### src/rtl/tbp_pkg.sv
`timescale 1ns / 1ps
// ----------------------------------------------------------------------------
// tbp_pkg
// Shared types and constants of the tagged branch predictor table.
// ----------------------------------------------------------------------------
package tbp_pkg;

	localparam logic [31:0] HIST_HIGH_MASK = 32'hFFFF_FF00;
	localparam logic [5:0]  LIMIT_RESET    = 6'd31;
	localparam logic [1:0]  CTR_INIT       = 2'b01;
	localparam logic [1:0]  CTR_MAX        = 2'b11;

	// controller to datapath
	typedef struct packed {
		logic in_ready;
		logic clr_en;
		logic rd_en;
		logic scan_init;
		logic scan_en;
		logic wr_en;
		logic out_load;
	} tbp_cmd_t;

	// datapath to controller
	typedef struct packed {
		logic accepted;
		logic clr_last;
		logic div_done;
		logic scan_last;
		logic out_free;
	} tbp_sts_t;

endpackage

### src/rtl/tbp_ctrl.sv
`timescale 1ns / 1ps
// ----------------------------------------------------------------------------
// tbp_ctrl
// Sequencer: clear pass, divide, row read, way scan, row write, result.
// ----------------------------------------------------------------------------
module tbp_ctrl
	import tbp_pkg::*;
(
	input  logic     clk,
	input  logic     arst_n,
	input  tbp_sts_t sts,
	output tbp_cmd_t cmd
);
	localparam logic [2:0] ST_CLEAR = 3'd0;
	localparam logic [2:0] ST_IDLE  = 3'd1;
	localparam logic [2:0] ST_DIV   = 3'd2;
	localparam logic [2:0] ST_READ  = 3'd3;
	localparam logic [2:0] ST_SCAN  = 3'd4;
	localparam logic [2:0] ST_WRITE = 3'd5;
	localparam logic [2:0] ST_DONE  = 3'd6;

	logic [2:0] state_q;
	logic [2:0] state_d;

	always_comb begin
		cmd     = '0;
		state_d = state_q;
		case (state_q)
			ST_CLEAR: begin
				cmd.clr_en = 1'b1;
				if (sts.clr_last) state_d = ST_IDLE;
			end
			ST_IDLE: begin
				cmd.in_ready = 1'b1;
				if (sts.accepted) state_d = ST_DIV;
			end
			ST_DIV: begin
				if (sts.div_done) state_d = ST_READ;
			end
			ST_READ: begin
				cmd.rd_en     = 1'b1;
				cmd.scan_init = 1'b1;
				state_d       = ST_SCAN;
			end
			ST_SCAN: begin
				cmd.scan_en = 1'b1;
				if (sts.scan_last) state_d = ST_WRITE;
			end
			ST_WRITE: begin
				cmd.wr_en = 1'b1;
				state_d   = ST_DONE;
			end
			ST_DONE: begin
				// hold until the result slot drains
				if (sts.out_free) begin
					cmd.out_load = 1'b1;
					state_d      = ST_IDLE;
				end
			end
			default: state_d = ST_IDLE;
		endcase
	end

	always_ff @(posedge clk or negedge arst_n) begin
		if (!arst_n) begin
			state_q <= ST_CLEAR;
		end else begin
			state_q <= state_d;
		end
	end
endmodule

### config.mk
export PLATFORM = sky130hd
export DESIGN_NAME = tbp_ctrl
export DESIGN_NICKNAME = d
export VERILOG_FILES = /design/src/rtl/tbp_pkg.sv /design/src/rtl/tbp_ctrl.sv
export SDC_FILE = /design/constraint.sdc
export NUM_CORES = 1
export LEC_CHECK = 0
export ABC_AREA = 1
export BUFFER_PORTS_ARGS = -buffer_cell sky130_fd_sc_hd__buf_2
export CAP_MARGIN = 20
export CORE_AREA = 5 5 42 44
export CTS_BUF_LIST = sky130_fd_sc_hd__clkbuf_16
export CTS_CLUSTER_DIAMETER = 60
export DETAILED_ROUTE_END_ITERATION = 10
export DIE_AREA = 0 0 47 49
export PLACE_DENSITY = 0.44
export SLEW_MARGIN = 20
export SYNTH_ARGS = -nofsm -noshare
export SYNTH_HDL_FRONTEND = slang
export SYNTH_SLANG_ARGS = --single-unit
### constraint.sdc
create_clock -name clk -period 1.4 [get_ports clk]
set_clock_uncertainty 0.2 [all_clocks]
set_input_delay 0.28 -clock clk [delete_from_list [all_inputs] [get_ports clk]]
set_output_delay 0.28 -clock clk [all_outputs]
set_load 0.05 [all_outputs]
==> metrics.txt <==
R2R Setup Slk -90 ps; # fillers 145; DPL Wire Length 616 um; kind of critical path reg -> out; min-delay worst type in -> async; Cell Chain, Critical Path buf_6, nor3_4, buf_6; dominant synthesized flop cell dfrtp_1; period utilisation layout 117%; initial antenna violation count 0; critical path's top delay family flip-flops; Worst-path clk slew 30 ps; CTS tree built; Detail Route met2 WL 449 um; failing checks setup timing; final setup margin -233 ps; DRC 0; power consumption 1.94 mW; Final setup viols 10; Port Buf Inserts 13; Final Max Slew Viols 0; CP peak stage delay 450 ps; worst r2r path cells 8; Synth area leaders dfrtp_1 27%, nand2_1 14%, nand3_1 13%; Crit path top cell by count buf_6; num rows 14; DIE AREA 2300 um^2; drt via density 4.20; share of cells above drive strength 1 69.4%; Core Region 1400 um^2; Crit path arrival time 1150 ps; Pre-antenna DRT Iters 3; die span in y 49 um; Initial Util 19.8%; status finished with violations; Area growth, synth to finish 147%; Clock Latency Late Sink 220 ps; max FFs per register 3; biggest regs state_q: 3 flops; Post-Place Setup Slack -166 ps; I/O pin count 14; DR iter-0 viols 4; deepest clock path buffer count 2; WL final 871 um; wire per inst 9.90 um; CTS sink count 3; Final GP Congestion 0.741; Synth cell types 15; Max-Cap Viols 0; commonest non-fill, non-tap cells in the layout 10 x buf_6, 9 x nand2_1, 9 x buf_4; leakage 0.342 nW; crit-path max FO 6; Startpoint Class flip-flop; Worst slew margin 85.2%; area of the multi-input gates 238 um^2; metal3 WL 33 um; Post-Syn Area 278 um^2; largest net degree at the start of global routing 7; cell taking the most area after synthesis dfrtp_1; Synth Instances 44; Async SR Flop Fraction 100%; first-pass GRT wire length 1.38 mm; root buf cell clkbuf_16; most common cell after layout, fill and taps aside buf_6; vias 370; buffers plus inverters on the worst setup path 2; Worst Path Required 920 ps; DR top layer met4; Seq/Total Area, Yosys 27.0%; count of final hold-check violations 0; peak supply drop 1.67 mV; post-route ant nets 0; FF/Latch Area 78.8 um^2; Slowest-stage cell, CP dfrtp_2; RSZ-0062 raised after global routing yes; Largest Register state_q; Post-Syn Nets 51; CTS Buf Count 3; H-tree depth 1; crit path capture type output port; gr usage total 8.33%; Die Width 47 um; met1 WL 368 um; grt ovf 0; post-synthesis sequential element count 3; number of global-route vias before repair 345; post-layout minimum cycle time 1630 ps; Synth top area share 27.0%; final setup TNS -1710 ps; Yosys warning count 0; # nets final 80; fmax 0.612 GHz; pwr dens 2840 nW/um^2; Worst-Margin Slew 221 ps; EDFF count, synth 0; hold slack final 179 ps; syn avg cell area 6.31 um^2; R2R Path Start state_q[1]$_DFFE_PN0P_; FF-to-FF End state_q[1]$_DFFE_PN0P_; antenna cell count 0
[metrics by stage]
| stage | instance area, um^2 | std cells | utilization, % |
|---|---|---|---|
| 2_1_floorplan | 345 | 44 | - |
| 3_3_place_gp | 472 | 80 | 33.7 |
| 3_5_place_dp | 472 | 80 | 33.7 |
| 4_1_cts | 624 | 85 | 44.6 |
| 5_1_grt | 686 | 88 | 48.9 |
| 6_report | 686 | 88 | 48.9 |
[Yosys cell counts (2+ instances only)]
master	number
dfrtp_1	3
nor2_1	5
buf_6	2
inv_2	3
nand3_1	7
nor3_1	2
inv_1	5
nand2_1	10
[worst register-to-register path: stages (launching register included)]
cell and delay [ps]:
dfrtp_2 430, buf_6 150, buf_4 150, nor2_4 120
nand3_2 80, nand2_2 90, nor2_4 40, nand3_1 60
nand2_1 50
[per-layer routing]
layer,up-vias,global-route usage (%)
met5,-,0
met4,0,5.53
met3,2,2.21
met2,11,11.8
met1,163,10.6
li1,194,-
[where the power goes]
part / switching [mW] / internal [mW] / total, mW
Clock: 0.0773 / 0.368 / 0.445
Combinational: 0.728 / 0.561 / 1.29
Sequential: 0.0725 / 0.138 / 0.210
Total: 0.877 / 1.07 / 1.94
[area by class of cell]
class,count,area share [%]
clock buffers,3,10.9
flip-flops and latches,3,11.5
repair buffers,27,34.3
inverters,8,5.11
well taps,16,2.92
clock inverters,1,0.547
multi-input cells,30,34.7
[how the worst max path moves through the flow]
stage                                 startpoint  endpoint  slack [ps]  cells after the start
after floorplan           state_q[0]$_DFFE_PN0P_    cmd[0]        -240                      2
after global placement    state_q[0]$_DFFE_PN0P_    cmd[2]        -160                      3
after detailed placement  state_q[0]$_DFFE_PN0P_    cmd[5]        -170                      3
after CTS                 state_q[0]$_DFFE_PN0P_    cmd[2]        -250                      3
after global routing      state_q[0]$_DFFE_PN0P_    cmd[2]        -290                      3
final                     state_q[0]$_DFFE_PN0P_    cmd[5]        -230                      3
[logic make-up (layout without fill, tap and decap cells)]
logic type / Yosys count / in the layout / share of synthesized area (%)
and+or+nand+nor: 29 / 29 / 49.6
buffers and inverters: 11 / 39 / 21.6
DFF: 3 / 3 / 27.0
AOI/OAI and AO/OA: 1 / 1 / 1.80
[timing repair]
action                                  4_1_cts  5_1_grt
hold buffers                                  1        0
endpoints found under the setup margin       10       10
gates resized for setup                      21        9
endpoints found under the hold margin         3        0
pin swaps                                     3        2
setup buffers                                 0        3
Note: power is estimated with default switching activity, not from simulation.
